### src/sv/button_debounce_event_fifo_defines.svh
// Assertion macros for the button debounce event queue.
// Included by bdef_merge, the RTL file that carries concurrent checks; needs nothing else.
`ifndef BUTTON_DEBOUNCE_EVENT_FIFO_DEFINES_SVH
`define BUTTON_DEBOUNCE_EVENT_FIFO_DEFINES_SVH

// Same-cycle implication, disabled while reset is asserted
`define BDEF_ASSERT_NOW(label, clk, rst_n, cond, prop) \
    label: assert property (@(posedge clk) disable iff (!(rst_n)) (cond) |-> (prop)) \
        else $error("bdef check failed");

// Next-cycle implication, disabled while reset is asserted
`define BDEF_ASSERT_NEXT(label, clk, rst_n, cond, prop) \
    label: assert property (@(posedge clk) disable iff (!(rst_n)) (cond) |=> (prop)) \
        else $error("bdef check failed");

`endif

### src/sv/bdef_pkg.sv
// Shared types, codes and reset constants for the button debounce event queue.
// No dependencies; imported by the lane, merge and top modules of the block.
`default_nettype none

package bdef_pkg;

    // Fixed field widths
    localparam int CODE_W  = 4;
    localparam int PIN_W   = 4;
    localparam int COUNT_W = 8;
    localparam int CFG_W   = 8;
    localparam int INDEX_W = 3;

    // Parameter defaults
    localparam int DEFAULT_BUTTONS     = 4;
    localparam int DEFAULT_QUEUE_DEPTH = 16;

    // Counter constants
    localparam logic [COUNT_W-1:0] FILTER_RESET_COUNT = 8'd25;
    localparam logic [COUNT_W-1:0] COUNT_MAX          = 8'hff;

    // Register reset values
    localparam logic [COUNT_W-1:0] FILTER_TICKS_RESET  = 8'd50;
    localparam logic [COUNT_W-1:0] HOLD_PERIODS_RESET  = 8'd10;
    localparam logic               REPEAT_ENABLE_RESET = 1'b0;
    localparam logic [PIN_W-1:0]   ACTIVE_LEVELS_RESET = 4'h0;
    localparam logic [PIN_W-1:0]   BUTTON_ENABLE_RESET = 4'h3;

    // Register indexes
    localparam logic [INDEX_W-1:0] REG_FILTER_TICKS  = 3'd0;
    localparam logic [INDEX_W-1:0] REG_HOLD_PERIODS  = 3'd1;
    localparam logic [INDEX_W-1:0] REG_REPEAT_ENABLE = 3'd2;
    localparam logic [INDEX_W-1:0] REG_ACTIVE_LEVELS = 3'd3;
    localparam logic [INDEX_W-1:0] REG_BUTTON_ENABLE = 3'd4;

    // Command actions
    localparam logic ACT_SCAN = 1'b0;
    localparam logic ACT_READ = 1'b1;

    // Event offsets added to button*3
    localparam logic [CODE_W-1:0] EV_PRESS   = 4'd1;
    localparam logic [CODE_W-1:0] EV_LONG    = 4'd2;
    localparam logic [CODE_W-1:0] EV_RELEASE = 4'd3;
    localparam logic [CODE_W-1:0] EV_NONE    = 4'd0;

    typedef struct packed {
        logic             action;
        logic [PIN_W-1:0] pin_levels;
    } bdef_cmd_t;

    typedef struct packed {
        logic [CODE_W-1:0] event_code;
        logic              queue_empty;
    } bdef_result_t;

    // Timing settings seen by every lane
    typedef struct packed {
        logic [COUNT_W-1:0] filter_ticks;
        logic [COUNT_W-1:0] hold_periods;
        logic               repeat_enable;
    } bdef_cfg_t;

    // One queued event candidate from a lane
    typedef struct packed {
        logic              valid;
        logic [CODE_W-1:0] code;
    } bdef_event_t;

    typedef enum logic [1:0] {
        ST_IDLE,
        ST_DRAIN,
        ST_READ
    } bdef_state_t;

endpackage

`default_nettype wire

### src/sv/bdef_ram.sv
// Generic single-write, single-read RAM with registered read data.
// No dependencies.
`default_nettype none

module bdef_ram #(
    parameter int WIDTH = 4,
    parameter int DEPTH = 16
) (
    input  wire logic                     clk,
    input  wire logic                     wr_en,
    input  wire logic [$clog2(DEPTH)-1:0] wr_addr,
    input  wire logic [WIDTH-1:0]         wr_data,
    input  wire logic                     rd_en,
    input  wire logic [$clog2(DEPTH)-1:0] rd_addr,
    output logic      [WIDTH-1:0]         rd_data
);

    logic [WIDTH-1:0] mem [DEPTH];

    // Write one entry, read one entry into the output register
    always_ff @(posedge clk)
    begin
        if (wr_en)
        begin
            mem[wr_addr] <= wr_data;
        end
        if (rd_en)
        begin
            rd_data <= mem[rd_addr];
        end
    end

endmodule

`default_nettype wire

### src/sv/bdef_lane.sv
// One button lane: pressed flag, filter and hold counters, event candidates.
// Depends on bdef_pkg.
`default_nettype none

module bdef_lane #(
    parameter int LANE = 0
) (
    input  wire logic                   clk,
    input  wire logic                   rst_n,
    input  wire logic                   step,
    input  wire logic                   pin_level,
    input  wire logic                   press_level,
    input  wire logic                   enable,
    input  wire bdef_pkg::bdef_cfg_t    cfg,
    output bdef_pkg::bdef_event_t [1:0] events
);
    import bdef_pkg::*;

    localparam logic [CODE_W-1:0] BASE = CODE_W'(LANE * 3);

    logic               pressed_reg, pressed_next;
    logic [COUNT_W-1:0] filt_reg, filt_next;
    logic [COUNT_W-1:0] hold_reg, hold_next;

    logic               down;
    logic [COUNT_W-1:0] filt_inc;
    logic [COUNT_W-1:0] hold_inc;
    logic               period_done;

    assign down        = enable && (pin_level == press_level);
    assign filt_inc    = (filt_reg < COUNT_MAX) ? filt_reg + 1'b1 : COUNT_MAX;
    assign hold_inc    = (hold_reg < COUNT_MAX) ? hold_reg + 1'b1 : COUNT_MAX;
    assign period_done = (filt_inc >= cfg.filter_ticks);

    // Work out next lane state and the two event slots for this tick
    always_comb
    begin
        pressed_next     = pressed_reg;
        filt_next        = filt_inc;
        hold_next        = hold_reg;
        events[0].valid  = 1'b0;
        events[0].code   = BASE + EV_PRESS;
        events[1].valid  = 1'b0;
        events[1].code   = BASE + EV_PRESS;
        if (down)
        begin
            if (!pressed_reg)
            begin
                pressed_next = 1'b1;
                hold_next    = '0;
                filt_next    = '0;
            end
            else if (period_done)
            begin
                filt_next       = '0;
                hold_next       = hold_inc;
                events[0].valid = (hold_reg == '0);
                if (cfg.hold_periods != '0 && hold_inc == cfg.hold_periods
                    && hold_inc != hold_reg)
                begin
                    events[1].valid = 1'b1;
                    events[1].code  = BASE + EV_LONG;
                end
                else if (cfg.repeat_enable && cfg.hold_periods != '0
                         && hold_inc > cfg.hold_periods)
                begin
                    events[1].valid = 1'b1;
                end
            end
        end
        else if (pressed_reg && period_done)
        begin
            pressed_next    = 1'b0;
            hold_next       = '0;
            filt_next       = '0;
            events[0].valid = 1'b1;
            events[0].code  = BASE + EV_RELEASE;
        end
    end

    // Advance lane state on each accepted scan tick
    always_ff @(posedge clk or negedge rst_n)
    begin
        if (!rst_n)
        begin
            pressed_reg <= 1'b0;
            filt_reg    <= FILTER_RESET_COUNT;
            hold_reg    <= '0;
        end
        else if (step)
        begin
            pressed_reg <= pressed_next;
            filt_reg    <= filt_next;
            hold_reg    <= hold_next;
        end
    end

endmodule

`default_nettype wire

### src/sv/bdef_merge.sv
// Merge stage: collects lane events, pushes one per cycle into the ring queue
// (dropped if full), serves reads. Depends on bdef_pkg, bdef_ram, macro header.
`default_nettype none
`include "button_debounce_event_fifo_defines.svh"

module bdef_merge #(
    parameter int BUTTONS     = 4,
    parameter int QUEUE_DEPTH = 16
) (
    input  wire logic                                 clk,
    input  wire logic                                 rst_n,
    input  wire logic                                 load,
    input  wire bdef_pkg::bdef_event_t [2*BUTTONS-1:0] events,
    input  wire logic                                 read_req,
    output logic                                      busy,
    output logic                                      done,
    output bdef_pkg::bdef_result_t                    result
);
    import bdef_pkg::*;

    localparam int SLOTS = 2 * BUTTONS;
    localparam int SEL_W = $clog2(SLOTS);
    localparam int PTR_W = $clog2(QUEUE_DEPTH);
    localparam logic [PTR_W-1:0] PTR_LAST = PTR_W'(QUEUE_DEPTH - 1);

    bdef_state_t state_reg, state_next;

    logic [SLOTS-1:0]  pend_valid_reg, pend_valid_next;
    logic [CODE_W-1:0] pend_code_reg [SLOTS];
    logic [PTR_W-1:0]  wp_reg, wp_inc;
    logic [PTR_W-1:0]  rp_reg, rp_inc;
    logic              empty_reg;

    logic [SLOTS-1:0]  new_valid;
    logic [SLOTS-1:0]  pend_after;
    logic [SEL_W-1:0]  sel;
    logic              full;
    logic              queue_is_empty;
    logic              wr_en;
    logic [CODE_W-1:0] rd_data;

    // Gather the valid bits of the incoming events
    always_comb
    begin
        for (int i = 0; i < SLOTS; i++)
        begin
            new_valid[i] = events[i].valid;
        end
    end

    // Pick the lowest pending slot: lane order, first event before second
    always_comb
    begin
        sel = '0;
        for (int i = SLOTS - 1; i >= 0; i--)
        begin
            if (pend_valid_reg[i])
            begin
                sel = SEL_W'(i);
            end
        end
        pend_after      = pend_valid_reg;
        pend_after[sel] = 1'b0;
    end

    assign wp_inc         = (wp_reg == PTR_LAST) ? '0 : wp_reg + 1'b1;
    assign rp_inc         = (rp_reg == PTR_LAST) ? '0 : rp_reg + 1'b1;
    assign full           = (wp_inc == rp_reg);
    assign queue_is_empty = (rp_reg == wp_reg);

    // Next state
    always_comb
    begin
        state_next = state_reg;
        unique case (state_reg)
            ST_IDLE:
            begin
                if (load && (new_valid != '0))
                begin
                    state_next = ST_DRAIN;
                end
                else if (read_req)
                begin
                    state_next = ST_READ;
                end
            end
            ST_DRAIN:
            begin
                if (pend_after == '0)
                begin
                    state_next = ST_IDLE;
                end
            end
            ST_READ:
            begin
                state_next = ST_IDLE;
            end
            default:
            begin
                state_next = ST_IDLE;
            end
        endcase
    end

    // Outputs of the state machine
    always_comb
    begin
        busy  = 1'b0;
        wr_en = 1'b0;
        done  = 1'b0;
        unique case (state_reg)
            ST_IDLE:
            begin
                busy = 1'b0;
            end
            ST_DRAIN:
            begin
                busy  = 1'b1;
                wr_en = !full;
            end
            ST_READ:
            begin
                busy = 1'b1;
                done = 1'b1;
            end
            default:
            begin
                busy = 1'b1;
            end
        endcase
    end

    // Load fresh events, or drop the slot just drained
    always_comb
    begin
        pend_valid_next = pend_valid_reg;
        if (load)
        begin
            pend_valid_next = new_valid;
        end
        else if (state_reg == ST_DRAIN)
        begin
            pend_valid_next = pend_after;
        end
    end

    // Control registers
    always_ff @(posedge clk or negedge rst_n)
    begin
        if (!rst_n)
        begin
            state_reg      <= ST_IDLE;
            pend_valid_reg <= '0;
            wp_reg         <= '0;
            rp_reg         <= '0;
            empty_reg      <= 1'b1;
        end
        else
        begin
            state_reg      <= state_next;
            pend_valid_reg <= pend_valid_next;
            if (wr_en)
            begin
                wp_reg <= wp_inc;
            end
            if (read_req)
            begin
                empty_reg <= queue_is_empty;
                if (!queue_is_empty)
                begin
                    rp_reg <= rp_inc;
                end
            end
        end
    end

    // Hold event codes for the drain
    always_ff @(posedge clk)
    begin
        if (load)
        begin
            for (int i = 0; i < SLOTS; i++)
            begin
                pend_code_reg[i] <= events[i].code;
            end
        end
    end

    bdef_ram #(
        .WIDTH (CODE_W),
        .DEPTH (QUEUE_DEPTH)
    ) u_ram (
        .clk     (clk),
        .wr_en   (wr_en),
        .wr_addr (wp_reg),
        .wr_data (pend_code_reg[sel]),
        .rd_en   (read_req),
        .rd_addr (rp_reg),
        .rd_data (rd_data)
    );

    assign result.event_code  = empty_reg ? EV_NONE : rd_data;
    assign result.queue_empty = empty_reg;

    // Checks
    `BDEF_ASSERT_NEXT(a_read_gives_result, clk, rst_n, read_req, done)
    `BDEF_ASSERT_NOW(a_empty_reads_zero, clk, rst_n, done && result.queue_empty, result.event_code == EV_NONE)
    `BDEF_ASSERT_NOW(a_drain_has_work, clk, rst_n, state_reg == ST_DRAIN, pend_valid_reg != '0)
    `BDEF_ASSERT_NOW(a_no_push_when_full, clk, rst_n, wr_en, wp_inc != rp_reg)

endmodule

`default_nettype wire

### src/sv/button_debounce_event_fifo.sv
// Top level of the button debounce event queue: registers, lanes, merge stage.
// Depends on bdef_pkg, bdef_lane and bdef_merge.
//
//   channel  | handshake         | payload
//   ---------+-------------------+------------------------------------
//   command  | start / busy      | cmd.action, cmd.pin_levels
//   result   | done (one cycle)  | result.event_code, result.queue_empty
//   config   | cfg_we            | cfg_index, cfg_data
//
// A scan tick is accepted while busy is low; the events it raises, 0 to
// 2*BUTTONS of them, then go one after another through the single queue write
// port, and busy stays high while they drain. A read raises busy and done
// with the item in the cycle after it is accepted (registered RAM read).
// Reset clears lanes, pointers and registers at once; the event store needs no
// clearing. The receiver cannot stall: a result is valid for its done cycle only.
`default_nettype none

module button_debounce_event_fifo #(
    parameter int BUTTONS     = bdef_pkg::DEFAULT_BUTTONS,
    parameter int QUEUE_DEPTH = bdef_pkg::DEFAULT_QUEUE_DEPTH
) (
    input  wire logic                          clk,
    input  wire logic                          rst_n,
    input  wire logic                          start,
    output logic                               busy,
    input  wire bdef_pkg::bdef_cmd_t           cmd,
    output logic                               done,
    output bdef_pkg::bdef_result_t             result,
    input  wire logic                          cfg_we,
    input  wire logic [bdef_pkg::INDEX_W-1:0]  cfg_index,
    input  wire logic [bdef_pkg::CFG_W-1:0]    cfg_data
);
    import bdef_pkg::*;

    logic [COUNT_W-1:0] filter_ticks_reg;
    logic [COUNT_W-1:0] hold_periods_reg;
    logic               repeat_enable_reg;
    logic [PIN_W-1:0]   active_levels_reg;
    logic [PIN_W-1:0]   button_enable_reg;

    bdef_cfg_t                   lane_cfg;
    bdef_event_t [2*BUTTONS-1:0] lane_events;
    logic                        accept;
    logic                        scan;
    logic                        read_req;

    assign accept   = start && !busy;
    assign scan     = accept && (cmd.action == ACT_SCAN);
    assign read_req = accept && (cmd.action == ACT_READ);

    // Register writes; unknown indexes are dropped
    always_ff @(posedge clk or negedge rst_n)
    begin
        if (!rst_n)
        begin
            filter_ticks_reg  <= FILTER_TICKS_RESET;
            hold_periods_reg  <= HOLD_PERIODS_RESET;
            repeat_enable_reg <= REPEAT_ENABLE_RESET;
            active_levels_reg <= ACTIVE_LEVELS_RESET;
            button_enable_reg <= BUTTON_ENABLE_RESET;
        end
        else if (cfg_we)
        begin
            unique case (cfg_index)
                REG_FILTER_TICKS:  filter_ticks_reg  <= cfg_data;
                REG_HOLD_PERIODS:  hold_periods_reg  <= cfg_data;
                REG_REPEAT_ENABLE: repeat_enable_reg <= cfg_data[0];
                REG_ACTIVE_LEVELS: active_levels_reg <= cfg_data[PIN_W-1:0];
                REG_BUTTON_ENABLE: button_enable_reg <= cfg_data[PIN_W-1:0];
                default:           ;
            endcase
        end
    end

    assign lane_cfg.filter_ticks  = filter_ticks_reg;
    assign lane_cfg.hold_periods  = hold_periods_reg;
    assign lane_cfg.repeat_enable = repeat_enable_reg;

    // One lane per button
    for (genvar b = 0; b < BUTTONS; b++)
    begin : g_lane
        bdef_lane #(
            .LANE (b)
        ) u_lane (
            .clk         (clk),
            .rst_n       (rst_n),
            .step        (scan),
            .pin_level   (cmd.pin_levels[b]),
            .press_level (active_levels_reg[b]),
            .enable      (button_enable_reg[b]),
            .cfg         (lane_cfg),
            .events      (lane_events[2*b+1:2*b])
        );
    end

    bdef_merge #(
        .BUTTONS     (BUTTONS),
        .QUEUE_DEPTH (QUEUE_DEPTH)
    ) u_merge (
        .clk      (clk),
        .rst_n    (rst_n),
        .load     (scan),
        .events   (lane_events),
        .read_req (read_req),
        .busy     (busy),
        .done     (done),
        .result   (result)
    );

endmodule

`default_nettype wire
### config.mk
export PLATFORM = sky130hd
export DESIGN_NAME = button_debounce_event_fifo
export DESIGN_NICKNAME = d
export VERILOG_FILES = /design/src/sv/bdef_pkg.sv /design/src/sv/bdef_ram.sv /design/src/sv/bdef_lane.sv /design/src/sv/bdef_merge.sv /design/src/sv/button_debounce_event_fifo.sv
export VERILOG_INCLUDE_DIRS = /design/src /design/src/sv
export SDC_FILE = /design/constraint.sdc
export NUM_CORES = 1
export LEC_CHECK = 0
export ABC_CLOCK_PERIOD_IN_PS = 3200
export BUFFER_PORTS_ARGS = -buffer_cell sky130_fd_sc_hd__buf_2
export CORE_UTILIZATION = 49
export CTS_CLUSTER_DIAMETER = 120
export DETAILED_ROUTE_END_ITERATION = 10
export GPL_ROUTABILITY_DRIVEN = 0
export GPL_TIMING_DRIVEN = 1
export PLACE_DENSITY_LB_ADDON = 0.2
export SYNTH_ARGS = -nofsm -noshare
export SYNTH_HDL_FRONTEND = slang
export SYNTH_SLANG_ARGS = --single-unit
### constraint.sdc
create_clock -name clk -period 3.2 [get_ports clk]
set_input_delay 0.48 -clock clk [delete_from_list [all_inputs] [get_ports clk]]
set_output_delay 0.48 -clock clk [all_outputs]
set_load 0.005 [all_outputs]
==> out/metrics.yaml <==
outcome: "completed"
vias: 8874
syn_area_sq_mm: 0.01137
synthFlopType: "dfrtp_1"
critical_path_class: "flip-flop to flip-flop"
dr.pass1.iters: 5
worst-slew-pin-transition_ns: 0.7876
syn_to_final_growth_pct: 17.68
syn_nets: 1257
initial_core_util: 0.5008
wl_per_cell_um: 17.47
max_freq_mhz: 316.6
startpoint: "g_lane[3].u_lane.filt_reg[0]"
fp.dieW_um: 154.4
drive_gt1_frac: 0.2181
synthTopCellsByArea: "edfxtp_1 (21%), dfrtp_1 (20%), ha_1 (8.9%)"
power.density_mw_per_mm2: 661.0
r2r_end: "u_merge.state_reg[0]"
die_h_um: 154.4
htree_levels: 4
endpoint: "u_merge.state_reg[0]"
netlist.area_leader.share: 0.2112
drc: 0
cts_root_buffer: "clkbuf_16"
grt_max_degree: 56
holdCritPathClass: "primary input to flip-flop"
path_common_cell: "ha_4"
yosys_warnings: 0
synth-seq-cells: 192
cts.clk_slew.worst_paths_ns: 0.09
synth_cell_types: 76
setup_tns_ns: 0
fin_crit_ns: 3.158
crit_family: "compound AO/OA/AOI/OAI gates"
place_inst: 1481
drtIter0Drc: 602
synthSimpleGateAreaFrac: 0.1905
num_io_pins: 27
worstSkewPairLatency_ns: 0.45
antenna_found_initial: 1
yosysTopAreaCell: "edfxtp_1"
ir_worst_vdd_mv: 0.3782
fin_cells: 1532
antennaDiodeCount: 0
synthAdderAreaFrac: 0.08999
path_cells: "ha_4 > nand2_4 > nor2_4 > nand3_2 > and2_4 > ha_4 > nand2b_4 > a2111o_1 > a32oi_2 > o21bai_4 > nand4_1 > o41ai_4 > o211ai_1"
rsz0062_at_grt: "true"
worst_setup_path_end_kind: "flip-flop"
clock-sinks: 192
crit_fanout: 4
finalMaxSlewViolations: 0
worst_ep_required_time_ns: 3.51
r2r_cells: 13
track_usage: 0.2269
cp-start-kind: "flip-flop"
cts_tree: "yes"
wirelength_mm: 26.76
synthCells: 1156
fin_nets: 1335
slowest_stage: "dfstp_2"
cts_buffer_depth: 2
synth_xor_area_frac: 0.02695
cp.arrival_ns: 3.46
maxCapViolations: 0
grt_pass1_vias: 8315
ant_nets: 0
dpl.hpwl_mm: 19.02
whs_ns: 0.2750
setup_viol: 0
critPathBufInv: 0
grt_pass1_wl_mm: 42.84
synth-compound-area-share: 0.1464
worst_slew_margin_rel: 0.4681
viasPerCell: 5.792
numCtsBuffers: 17
final_hold_viol_count: 0
largest_reg_flops: 64
cp.depth: 13
port_buffers: 26
p_leak_nw: 5.679
period_share: 0.9870
seq_area_frac_synth: 0.4598
async_flop_share: 0.5833
core_sq_mm: 0.02271
rrSetupSlack_ns: 0.04
synth_top_family_by_area: "simple AND/OR/NAND/NOR gates"
regToRegStartpoint: "g_lane[3].u_lane.filt_reg[0]"
syn_avg_cell_area_sq_um: 9.839
num_rows: 55
design.die.area_sq_mm: 0.02382
skew_ns: 0.01372
slowest_delay_ns: 0.61
synth.area.mux_share: 0.04961
synth_edf_count: 80
overflow: 0
## cells in the mapped netlist, drive strengths merged, types with 7 or more instances
cell type  count
mux2          19
nand2b        17
nor3          11
inv           54
nand3         46
nand4         18
nand2        177
nor2b         17
nor4           7
a21oi         49
edfxtp        80
mux4           8
xor2          14
o31ai         22
nor3b         11
ha            81
o21ai        102
xnor2         21
dfstp         20
nor2          63
a31oi         19
mux2i         17
and3          18
clkbuf        26
buf           20
a22oi          7
and2          28
or2            7
dfrtp         92
## tightest hold or removal path, delay by kind of cell
kind | cells | cell delay, ns
buffers and inverters | 1 | 0.12
AOI/OAI and AO/OA | 1 | 0.07
and+or+nand+nor | 1 | 0.05
## through the flow
step | util | setup WS (ns) | power [mW] | area (sq um)
6_report | 0.5894 | 0.04151 | 8.847 | 13380
5_1_grt | 0.5894 | -0.09672 | 9.387 | 13380
4_1_cts | 0.5640 | 0.02067 | 8.575 | 12810
3_5_place_dp | 0.5344 | -0.02633 | 6.300 | 12140
3_3_place_gp | 0.5344 | 0.03197 | 6.241 | 12140
2_1_floorplan | - | 0.04822 | 5.318 | 11370
## area by class of cell
class | count | area (sq um)
clock inverters | 15 | 215.2
well taps | 285 | 356.6
multi-input cells | 864 | 6180
repair buffers | 105 | 773.2
clock buffers | 17 | 425.4
inverters | 54 | 202.7
fillers | 1916 | 9325
flip-flops and latches | 192 | 5231
## what timing repair did
item,CTS,global route
hold buffers,1,0
hold endpoints to repair,15,0
gates cloned,0,0
setup endpoints to repair,1,35
resized for setup,5,88
pin swaps,1,47
setup buffers,0,19
## cell usage in the layout, fill, tap and decap left out, types with 7 or more instances in the layout
cell type | synthesis | routed
nor3_1 | 11 | 7
mux4_2 | 8 | 8
mux2_2 | 16 | 16
inv_1 | 52 | 51
and2_1 | 27 | 25
xor2_1 | 14 | 14
and3_1 | 18 | 15
dfrtp_1 | 92 | 91
nand4_1 | 17 | 17
o21ai_0 | 72 | 68
nand3_1 | 45 | 38
o31ai_1 | 21 | 20
a22oi_1 | 7 | 7
a21oi_1 | 49 | 42
nor3b_1 | 9 | 9
clkbuf_16 | 0 | 17
edfxtp_1 | 80 | 80
dfstp_2 | 20 | 20
a21oi_2 | 0 | 7
nor2b_1 | 17 | 17
a31oi_1 | 19 | 18
mux2i_1 | 17 | 16
nand2_1 | 176 | 171
ha_1 | 81 | 73
nor2_1 | 61 | 54
nand2b_1 | 17 | 14
buf_2 | 12 | 25
buf_4 | 7 | 74
o21ai_1 | 28 | 29
xnor2_1 | 21 | 21
## cells by family after synthesis
| family | after synthesis |
|---|---|
| compound gates | 264 |
| xor+xnor | 35 |
| fa+ha+maj | 82 |
| buf+inv | 100 |
| flops | 192 |
| mux | 44 |
| simple gates | 439 |
## power by group
part,internal (mW),switching [mW],total [mW]
logic,1.36,1.83,3.19
registers,3.05,0.361,3.41
clock network,1.10,1.15,2.25
## how the worst min path moves through the flow
stage,start,endpoint,slack [ns],cells after the start
finish,cfg_data[5],filter_ticks_reg[5],0.27,3
global route,cfg_data[5],filter_ticks_reg[5],0.29,3
CTS,cfg_data[5],filter_ticks_reg[5],0.27,3
detailed placement,rst_n,g_lane[1].u_lane.hold_reg[1],0.38,1
global placement,rst_n,g_lane[1].u_lane.hold_reg[1],0.38,1
floorplan,rst_n,active_levels_reg[0],0.18,0
## per-layer routing
metal	vias up	share of wire	GRT usage
li1	4364	-	-
met1	4277	0.45	0.2985
met2	190	0.50	0.3942
met3	41	0.030	0.02858
met4	2	0.018	0.06412
met5	-	0.00030	0
No activity file was read; power rests on OpenSTA's default activity.
